==> src/bst_pkg.sv <==
// types, constants and reset values shared by the tokenizer modules
package bst_pkg;

  localparam int ROW_BITS = 20;
  localparam int COL_BITS = 16;
  localparam int LEN_BITS = 16;

  localparam int FIFO_DEPTH = 4;
  localparam int PTR_W = $clog2(FIFO_DEPTH);
  localparam int CNT_W = $clog2(FIFO_DEPTH + 1);

  localparam logic [7:0] CH_LF    = 8'h0A;
  localparam logic [7:0] CH_CR    = 8'h0D;
  localparam logic [7:0] CH_TAB   = 8'h09;
  localparam logic [7:0] CH_SPACE = 8'h20;
  localparam logic [7:0] CH_QUOTE = 8'h22;
  localparam logic [7:0] CH_DOT   = 8'h2E;
  localparam logic [7:0] CH_EQ    = 8'h3D;
  localparam logic [7:0] CH_GT    = 8'h3E;
  localparam logic [7:0] CH_LT    = 8'h3C;
  localparam logic [7:0] CH_COLON = 8'h3A;
  localparam logic [7:0] CH_MINUS = 8'h2D;

  typedef enum logic [4:0] {
    K_INVALID, K_IDENT, K_NUMBER, K_STRING, K_NEWLINE,
    K_SPACE, K_TAB, K_LSPACE, K_LTAB,
    K_DOLLAR, K_LPAREN, K_RPAREN, K_STAR, K_DOT, K_LBRACE, K_RBRACE, K_SEMI,
    K_ASSIGN, K_COLON, K_SLASH, K_PLUS, K_MINUS, K_EQEQ, K_EQ, K_AT, K_BANG,
    K_LE, K_LT, K_GE, K_GT, K_ARROW
  } kind_e;

  typedef enum logic [3:0] {
    PEND_NONE   = 4'd0,
    PEND_IDENT  = 4'd1,
    PEND_NUMBER = 4'd2,
    PEND_STRING = 4'd3,
    PEND_SPACE  = 4'd5,
    PEND_TAB    = 4'd6,
    PEND_LSPACE = 4'd7,
    PEND_LTAB   = 4'd8,
    PEND_OP     = 4'd9
  } pend_e;

  typedef enum logic [2:0] {
    OPC_COLON, OPC_EQ, OPC_LT, OPC_GT, OPC_MINUS
  } opch_e;

  typedef struct packed {
    logic [7:0] text_byte;
    logic       final_byte;
  } in_word_t;

  typedef struct packed {
    logic [4:0]          token_kind;
    logic [ROW_BITS-1:0] start_row;
    logic [COL_BITS-1:0] start_col;
    logic [LEN_BITS-1:0] token_length;
    logic                run_last;
    logic                stream_end;
  } out_word_t;

  typedef struct packed {
    pend_e               pend;
    opch_e               first;
    logic                frac;
    logic [ROW_BITS-1:0] tok_row;
    logic [COL_BITS-1:0] tok_col;
    logic [LEN_BITS-1:0] tok_len;
    logic [ROW_BITS-1:0] cur_row;
    logic [COL_BITS-1:0] cur_col;
    logic                prev_lf;
  } scan_state_t;

  // up to two words from one byte, in order
  typedef struct packed {
    logic [1:0] count;
    out_word_t  tok0;
    out_word_t  tok1;
  } scan_result_t;

  localparam scan_state_t STATE_RESET = '{
    pend:    PEND_NONE,
    first:   OPC_COLON,
    frac:    1'b0,
    tok_row: ROW_BITS'(1),
    tok_col: '0,
    tok_len: '0,
    cur_row: ROW_BITS'(1),
    cur_col: '0,
    prev_lf: 1'b0
  };

endpackage

==> src/bst_scan.sv <==
// per-byte scanner: next state and the words one byte produces
module bst_scan (
  input  bst_pkg::scan_state_t  state_i,
  input  bst_pkg::in_word_t     in_word_i,
  output bst_pkg::scan_state_t  state_o,
  output bst_pkg::scan_result_t result_o
);
  import bst_pkg::*;

  function automatic logic [ROW_BITS-1:0] sat_row(logic [ROW_BITS-1:0] v);
    return (v == '1) ? v : v + ROW_BITS'(1);
  endfunction

  function automatic logic [COL_BITS-1:0] sat_col(logic [COL_BITS-1:0] v);
    return (v == '1) ? v : v + COL_BITS'(1);
  endfunction

  function automatic logic [LEN_BITS-1:0] sat_len(logic [LEN_BITS-1:0] v);
    return (v == '1) ? v : v + LEN_BITS'(1);
  endfunction

  function automatic logic is_alpha(logic [7:0] c);
    return (c >= "a" && c <= "z") || (c >= "A" && c <= "Z");
  endfunction

  function automatic logic is_digit(logic [7:0] c);
    return c >= "0" && c <= "9";
  endfunction

  function automatic logic is_blank(logic [7:0] c);
    return c == CH_SPACE || c == CH_TAB;
  endfunction

  function automatic kind_e single_op(logic [7:0] c);
    kind_e k;
    unique case (c)
      "$":     k = K_DOLLAR;
      "(":     k = K_LPAREN;
      ")":     k = K_RPAREN;
      "*":     k = K_STAR;
      ".":     k = K_DOT;
      "{":     k = K_LBRACE;
      "}":     k = K_RBRACE;
      ";":     k = K_SEMI;
      "/":     k = K_SLASH;
      "+":     k = K_PLUS;
      "@":     k = K_AT;
      "!":     k = K_BANG;
      default: k = K_INVALID;
    endcase
    return k;
  endfunction

  function automatic kind_e op_alone(opch_e f);
    kind_e k;
    unique case (f)
      OPC_COLON: k = K_COLON;
      OPC_EQ:    k = K_EQ;
      OPC_LT:    k = K_LT;
      OPC_GT:    k = K_GT;
      OPC_MINUS: k = K_MINUS;
      default:   k = K_COLON;
    endcase
    return k;
  endfunction

  function automatic kind_e op_pair(opch_e f);
    kind_e k;
    unique case (f)
      OPC_COLON: k = K_ASSIGN;
      OPC_EQ:    k = K_EQEQ;
      OPC_LT:    k = K_LE;
      OPC_GT:    k = K_GE;
      OPC_MINUS: k = K_ARROW;
      default:   k = K_ASSIGN;
    endcase
    return k;
  endfunction

  function automatic logic [7:0] op_second(opch_e f);
    return (f == OPC_MINUS) ? CH_GT : CH_EQ;
  endfunction

  function automatic out_word_t mk(kind_e k, logic [ROW_BITS-1:0] row,
                                   logic [COL_BITS-1:0] col, logic [LEN_BITS-1:0] len);
    out_word_t w;
    w.token_kind   = k;
    w.start_row    = row;
    w.start_col    = col;
    w.token_length = len;
    w.run_last     = 1'b0;
    w.stream_end   = 1'b0;
    return w;
  endfunction

  function automatic out_word_t pend_word(scan_state_t s);
    kind_e k;
    unique case (s.pend)
      PEND_IDENT:  k = K_IDENT;
      PEND_NUMBER: k = K_NUMBER;
      PEND_STRING: k = K_STRING;
      PEND_SPACE:  k = K_SPACE;
      PEND_TAB:    k = K_TAB;
      PEND_LSPACE: k = K_LSPACE;
      PEND_LTAB:   k = K_LTAB;
      PEND_OP:     k = op_alone(s.first);
      default:     k = K_INVALID;
    endcase
    return mk(k, s.tok_row, s.tok_col, s.tok_len);
  endfunction

  scan_state_t s;
  logic [7:0]  c;
  logic        last;
  logic        taken;
  logic        a_v, b_v, c_v;
  out_word_t   a_w, b_w, c_w;
  logic        start_v;
  pend_e       start_cls;
  opch_e       start_first;
  logic [1:0]  n;
  out_word_t   slot [2];

  always_comb begin
    s           = state_i;
    c           = in_word_i.text_byte;
    last        = in_word_i.final_byte;
    taken       = 1'b0;
    a_v         = 1'b0;
    b_v         = 1'b0;
    c_v         = 1'b0;
    a_w         = '0;
    b_w         = '0;
    c_w         = '0;
    start_v     = 1'b0;
    start_cls   = PEND_NONE;
    start_first = OPC_COLON;

    // does the byte continue what is pending
    unique case (s.pend)
      PEND_IDENT: begin
        taken = is_alpha(c) || is_digit(c) || c == "_";
      end
      PEND_NUMBER: begin
        if (is_digit(c)) begin
          taken = 1'b1;
        end else if (c == CH_DOT && !s.frac) begin
          taken  = 1'b1;
          s.frac = 1'b1;
        end
      end
      PEND_STRING: begin
        taken     = 1'b1;
        s.tok_len = sat_len(s.tok_len);
        if (c == CH_QUOTE || c == CH_LF) begin
          a_v    = 1'b1;
          a_w    = pend_word(s);
          s.pend = PEND_NONE;
        end
      end
      PEND_SPACE, PEND_TAB, PEND_LSPACE, PEND_LTAB: begin
        taken = is_blank(c);
      end
      PEND_OP: begin
        if (c == op_second(s.first)) begin
          a_v    = 1'b1;
          a_w    = mk(op_pair(s.first), s.tok_row, s.tok_col, LEN_BITS'(2));
          s.pend = PEND_NONE;
          taken  = 1'b1;
        end
      end
      default: ;
    endcase

    if (taken) begin
      if (s.pend != PEND_NONE && s.pend != PEND_STRING) begin
        s.tok_len = sat_len(s.tok_len);
      end
    end else begin
      if (s.pend != PEND_NONE) begin
        a_v    = 1'b1;
        a_w    = pend_word(s);
        s.pend = PEND_NONE;
      end
      if (c == CH_LF || c == CH_CR) begin
        b_v = 1'b1;
        b_w = mk(K_NEWLINE, s.cur_row, s.cur_col, LEN_BITS'(1));
      end else if (is_blank(c)) begin
        start_v = 1'b1;
        if (c == CH_TAB) begin
          start_cls = s.prev_lf ? PEND_LTAB : PEND_TAB;
        end else begin
          start_cls = s.prev_lf ? PEND_LSPACE : PEND_SPACE;
        end
      end else if (is_alpha(c) || c == "_") begin
        start_v   = 1'b1;
        start_cls = PEND_IDENT;
      end else if (c == CH_QUOTE) begin
        start_v   = 1'b1;
        start_cls = PEND_STRING;
      end else if (is_digit(c)) begin
        start_v   = 1'b1;
        start_cls = PEND_NUMBER;
      end else if (c == CH_COLON || c == CH_EQ || c == CH_LT || c == CH_GT
                   || c == CH_MINUS) begin
        start_v   = 1'b1;
        start_cls = PEND_OP;
        priority if (c == CH_COLON) begin
          start_first = OPC_COLON;
        end else if (c == CH_EQ) begin
          start_first = OPC_EQ;
        end else if (c == CH_LT) begin
          start_first = OPC_LT;
        end else if (c == CH_GT) begin
          start_first = OPC_GT;
        end else begin
          start_first = OPC_MINUS;
        end
      end else begin
        b_v = 1'b1;
        b_w = mk(single_op(c), s.cur_row, s.cur_col, LEN_BITS'(1));
      end
    end

    if (start_v) begin
      s.pend    = start_cls;
      s.tok_row = s.cur_row;
      s.tok_col = s.cur_col;
      s.tok_len = LEN_BITS'(1);
      s.frac    = 1'b0;
      if (start_cls == PEND_OP) begin
        s.first = start_first;
      end
    end

    // position of the next byte
    if (c == CH_LF) begin
      s.cur_row = sat_row(s.cur_row);
      s.cur_col = '0;
    end else begin
      s.cur_col = sat_col(s.cur_col);
    end
    s.prev_lf = (c == CH_LF);

    // end of text flushes and starts over
    if (last) begin
      if (s.pend != PEND_NONE) begin
        c_v = 1'b1;
        c_w = pend_word(s);
      end
      s = STATE_RESET;
    end

    // pack in order; never more than two
    n       = 2'd0;
    slot[0] = '0;
    slot[1] = '0;
    if (a_v) begin
      slot[0] = a_w;
      n       = 2'd1;
    end
    if (b_v) begin
      slot[n[0]] = b_w;
      n          = n + 2'd1;
    end
    if (c_v) begin
      slot[n[0]] = c_w;
      n          = n + 2'd1;
    end
    if (n != 2'd0) begin
      slot[n[1]].run_last   = 1'b1;
      slot[n[1]].stream_end = last;
    end
  end

  assign state_o         = s;
  assign result_o.count  = n;
  assign result_o.tok0   = slot[0];
  assign result_o.tok1   = slot[1];

endmodule

==> src/bst_fifo.sv <==
// small output queue taking up to two words per cycle
module bst_fifo (
  input  logic                  clk_i,
  input  logic                  rst_ni,
  input  logic                  push_en_i,
  input  bst_pkg::scan_result_t push_i,
  input  logic                  pop_i,
  output bst_pkg::out_word_t    head_o,
  output logic                  valid_o,
  output logic                  full_o
);
  import bst_pkg::*;

  out_word_t          mem_q [FIFO_DEPTH];
  logic [PTR_W-1:0]   wr_q, wr_d;
  logic [PTR_W-1:0]   rd_q, rd_d;
  logic [CNT_W-1:0]   cnt_q, cnt_d;
  logic [1:0]         n_push;

  assign n_push  = push_en_i ? push_i.count : 2'd0;
  assign valid_o = (cnt_q != '0);
  assign head_o  = mem_q[rd_q];
  // room for two more words is needed to take a byte
  assign full_o  = (cnt_q > CNT_W'(FIFO_DEPTH - 2));

  always_comb begin
    wr_d  = wr_q + PTR_W'(n_push);
    rd_d  = (pop_i && valid_o) ? rd_q + PTR_W'(1) : rd_q;
    cnt_d = cnt_q + CNT_W'(n_push) - CNT_W'(pop_i && valid_o);
  end

  always_ff @(posedge clk_i or negedge rst_ni) begin
    if (!rst_ni) begin
      wr_q  <= '0;
      rd_q  <= '0;
      cnt_q <= '0;
    end else begin
      wr_q  <= wr_d;
      rd_q  <= rd_d;
      cnt_q <= cnt_d;
    end
  end

  always_ff @(posedge clk_i) begin
    if (n_push != 2'd0) begin
      mem_q[wr_q] <= push_i.tok0;
    end
    if (n_push == 2'd2) begin
      mem_q[wr_q + PTR_W'(1)] <= push_i.tok1;
    end
  end

endmodule

==> src/byte_stream_tokenizer.sv <==
// byte stream tokenizer: cuts text, one byte per word, into token words
// the tokens a byte causes are written into the output queue when the byte is taken
// throughput: 1 byte per cycle; input stalls only while the 4-entry output queue
//   holds 3 or more words, which happens when bytes yield two tokens faster than
//   they are drained
// reset: async active low; scan state back to row 1 column 0, output queue empty
module byte_stream_tokenizer (
  input  logic              clk_i,
  input  logic              rst_ni,
  input  logic              in_valid_i,
  output logic              in_stall_o,
  input  bst_pkg::in_word_t in_word_i,
  output logic              out_valid_o,
  input  logic              out_stall_i,
  output bst_pkg::out_word_t out_word_o
);
  import bst_pkg::*;

  // scan state: pending token, its start position and length, next byte position
  scan_state_t  state_q, state_d;
  scan_result_t result;
  logic         in_take;
  logic         out_take;
  logic         queue_full;

  // a byte goes in whenever the queue can take both words it might produce
  assign in_stall_o = queue_full;
  assign in_take    = in_valid_i && !in_stall_o;
  assign out_take   = out_valid_o && !out_stall_i;

  // single pass over the byte: classify, close the pending token, open a new one
  bst_scan u_scan (
    .state_i   (state_q),
    .in_word_i (in_word_i),
    .state_o   (state_d),
    .result_o  (result)
  );

  always_ff @(posedge clk_i or negedge rst_ni) begin
    if (!rst_ni) begin
      state_q <= STATE_RESET;
    end else if (in_take) begin
      state_q <= state_d;
    end
  end

  // result side: queue keeps the input moving while the consumer stalls
  bst_fifo u_fifo (
    .clk_i     (clk_i),
    .rst_ni    (rst_ni),
    .push_en_i (in_take),
    .push_i    (result),
    .pop_i     (out_take),
    .head_o    (out_word_o),
    .valid_o   (out_valid_o),
    .full_o    (queue_full)
  );

endmodule

==> config.mk <==
export PLATFORM = sky130hd
export DESIGN_NAME = byte_stream_tokenizer
export DESIGN_NICKNAME = d
export VERILOG_FILES = /design/src/bst_pkg.sv /design/src/bst_scan.sv /design/src/bst_fifo.sv /design/src/byte_stream_tokenizer.sv
export SDC_FILE = /design/constraint.sdc
export NUM_CORES = 1
export LEC_CHECK = 0
export ABC_AREA = 1
export BUFFER_PORTS_ARGS = -buffer_cell sky130_fd_sc_hd__buf_2
export CAP_MARGIN = 20
export CORE_AREA = 2 2 200 202
export CTS_CLUSTER_DIAMETER = 120
export DETAILED_ROUTE_END_ITERATION = 16
export DIE_AREA = 0 0 202 204
export PLACE_DENSITY = 0.87
export SLEW_MARGIN = 20
export SYNTH_ARGS = -nofsm -noshare
export SYNTH_HDL_FRONTEND = slang
export SYNTH_HIERARCHICAL = 1
export SYNTH_SLANG_ARGS = --single-unit
export TNS_END_PERCENT = 30
==> constraint.sdc <==
create_clock -name clk_i -period 8.55 [get_ports clk_i]
set_input_delay 0.855 -clock clk_i [delete_from_list [all_inputs] [get_ports clk_i]]
set_output_delay 0.855 -clock clk_i [all_outputs]
set_load 0.02 [all_outputs]
==> reports/results.tsv <==
stage	metric	value	unit
power	LEAKAGE	11.44	nW
critical_path	CP dominant cell by count	nand2_1	
route	routed vias	23090	
yosys	syn_area_per_cell	6.754	sq um
power	clock power share	0.218	
layout	share of layout cells above drive strength 1	0.06281	
place	Buffers on Ports	73	
yosys	sequential fraction of the synthesis area	0.4163	
sta	Fin. Hold Viols	0	
floorplanning	DIE HEIGHT	204	um
critical_path	crit path launch type	register	
critical_path	CP Cell Sequence	nor2_1, nand3_2, inv_1, buf_4, nand2_1, nand2_1, nand3_1, nand2_2, nand3_2, inv_2, ha_1, inv_1, nand3_4, nand2_1, nor2_4, buf_4, buf_4, nand3_1, nand2_1	
floorplanning	Ports	74	
layout	commonest non-fill, non-tap cell in the layout	nand2_1	
layout	fin cells	3932	
critical_path	CP required	8.96	ns
outcome	outcome	complete, no violations	
sta	RSZ-0062 raised after global routing	false	
global_routing	first-pass GRT wire length	107300	um
route	Final ANT Viol Nets	0	
yosys	Cells after Synth	3447	
layout	diode count	0	
yosys	#FFs+latches synth	340	
critical_path	CP bufs+invs	6	
place	DP Area	23510	sq um
clock_network	CTS resizes	0	
yosys	YS warnings	6	
yosys	syn_nets	3472	
sta	Fmax	155.5	MHz
critical_path	WS Path Type	reg2reg	
sta	Setup violations, final	0	
layout	commonest non-fill, non-tap cells in the layout	nand2_1 (1316), nand3_1 (444), nor2_1 (310)	
hold_path	HP Class	in2async	
global_routing	largest net degree at the start of global routing	110	
power	Seq pwr share	0.329	
critical_path	Worst Path Arrival	6.84	ns
clock_network	CTS tree	done	
clock_network	htree depth	2	
route	drt first pass iters	7	
route	drt drc	0	
clock_network	postcts setup bufs	0	
route	routed vias/inst	5.871	
run	MaxCap Viol Count	0	
layout	# fillers	3353	
global_routing	GRT Overall Usage	0.3235	
clock_network	CTS buffer count	37	
sta	relative max-transition margin	0.2789	
global_routing	GRT overflow	0	
yosys	ys flop type	edfxtp_1	
sta	Max Clock Skew	0.02944	ns
critical_path	max incr delay on CP	0.72	ns
power	P_sw	3.242	mW
route	aggregate routed wire length	67860	um
place	DP Cell Count	3865	
global_routing	initial antenna violation count	1	
critical_path	Top delay family on crit path	simple AND/OR/NAND/NOR gates	
clock_network	cts hold-fix bufs	0	
clock_network	deepest clock path buffer count	3	
yosys	Cell Area, Synth	23280	sq um
floorplanning	die area	41210	sq um
layout	Area Growth Syn to Fin	5.982	%
yosys	post-synth cell types	53	
clock_network	clk_lat worst skew	0.56	ns
sta	setup TNS	0	ns
floorplanning	Initial Util	0.5941	
critical_path	Worst setup EP type	register	
layout	fin nets	3404	
yosys	async set or reset register ratio after synthesis	0.3059	
layout	final instance area	24670	sq um
sta	count of pins over their slew limit	0	
route	drt initial violations	3390	
critical_path	Slowest-stage cell, CP	buf_4	
sta	crit path time final	6.430	ns
power	pwr/cell area	289.6	nW/um^2
clock_network	Clock Sink Count	340	
clock_network	Clock Pin Slew Worst Setup and Hold Paths	0.06	ns
power	Sw Share	0.4537	
sta	crit share post-route	0.7521	
floorplanning	row count	73	
power	combinational share of power	0.452	
critical_path	Worst Path Max Fanout	78	
route	wire per inst	17.26	um
place	RD Place Congestion	1.004	
floorplanning	Core ar.	39180	sq um
place	DP Wirelength	43160	um
power	Worst IR Drop VDD	322.4	uV
sta	Slew @ Worst Pin	1.082	ns
floorplanning	die span in x	202	um
power	Int Pwr	3.904	mW
global_routing	number of global-route vias before repair	20650	
clock_network	root buffer cell	clkbuf_16	
yosys	number of flops mapped to enable cells by yosys	236	
## power groups by stage
stage	Clock (mW)	Sequential [mW]	Combinational [mW]
floorplan	0	2.32	2.32
global placement	0	2.37	3.05
detailed placement	0	2.38	3.13
CTS	1.57	2.35	3.15
global route	1.63	2.38	3.53
finish	1.56	2.35	3.23
## flip-flops by register name (all words and copies together), names as in the netlist
| signal | flops |
|---|---|
| u_fifo/mem_q | 236 |
| u_fifo/rd_q | 2 |
| u_fifo/cnt_q | 3 |
| u_fifo/wr_q | 2 |
| state_q | 97 |
## cell families (layout without fill, tap and decap cells)
kind of cell | after synthesis | count (layout) | share of synthesized area
buffers and inverters | 519 | 479 | 0.09545
and+or+nand+nor | 2168 | 2168 | 0.3851
DFF | 340 | 340 | 0.4163
xor gates and xnor gates | 20 | 20 | 0.007525
AOI/OAI and AO/OA | 388 | 388 | 0.08879
adders and majority gates | 12 | 12 | 0.006772
## final cells by class
cell class              count  area (sq um)  area share
multi-input cells        2588         11400      0.4620
repair buffers            102         588.1     0.02383
inverters                 310          1167     0.04731
flip-flops and latches    340          9696      0.3930
clock inverters            18         163.9    0.006643
clock buffers              49          1002     0.04062
well taps                 525         656.9     0.02662
## Yosys cell counts (all sizes together) (11+ instances only)
cell       n  area [sq um]
a21oi     46         234.0
xor2      15         131.4
nand4     27         168.9
o21ai    284          1433
dfrtp    102          2552
nand3    452          2317
nand2   1334          5045
ha        11         137.6
nor3      23         115.1
inv      309          1162
buf      147         818.3
clkbuf    61         229.0
nor2     320          1241
o22ai     31         193.9
edfxtp   236          7087
## metal layers
layer / vias up / routed length [um] / global-route usage
met1: 10420 / 27070 / 0.4540
li1: 11020 / - / -
met4: 0 / 1889 / 0.1100
met3: 170 / 9302 / 0.07637
met2: 1478 / 29590 / 0.4940
met5: - / 0 / 0
## stage by stage
step           hold WS [ns]  worst slack (ns)  utilization  total power, mW
5_1_grt              0.4006             1.708       0.6297            7.544
4_1_cts              0.3722             2.358       0.6297            7.068
2_1_floorplan        0.4400             3.141            -            4.637
6_report             0.3579             2.120       0.6297            7.146
3_5_place_dp         0.4555             1.950       0.5999            5.511
3_3_place_gp         0.4540             2.125       0.5999            5.424
## worst paths after layout
path                                          from                             to  slack [ns]  cells after the start
max in group asynchronous                   rst_ni        state_q[64]$_DFFE_PN0P_        6.96                      2
hold reg to reg            state_q[69]$_DFFE_PN1P_        state_q[69]$_DFFE_PN1P_        0.46                      2
hold / removal                              rst_ni        state_q[44]$_DFFE_PN0P_        0.36                      1
setup reg to reg           state_q[95]$_DFFE_PN0P_  u_fifo/mem_q[3][52]$_DFFE_PP_        2.12                     19
setup / recovery           state_q[95]$_DFFE_PN0P_  u_fifo/mem_q[3][52]$_DFFE_PP_        2.12                     19
min in group clk_i         state_q[69]$_DFFE_PN1P_        state_q[69]$_DFFE_PN1P_        0.46                      2
(Power assumes the default switching activity.)
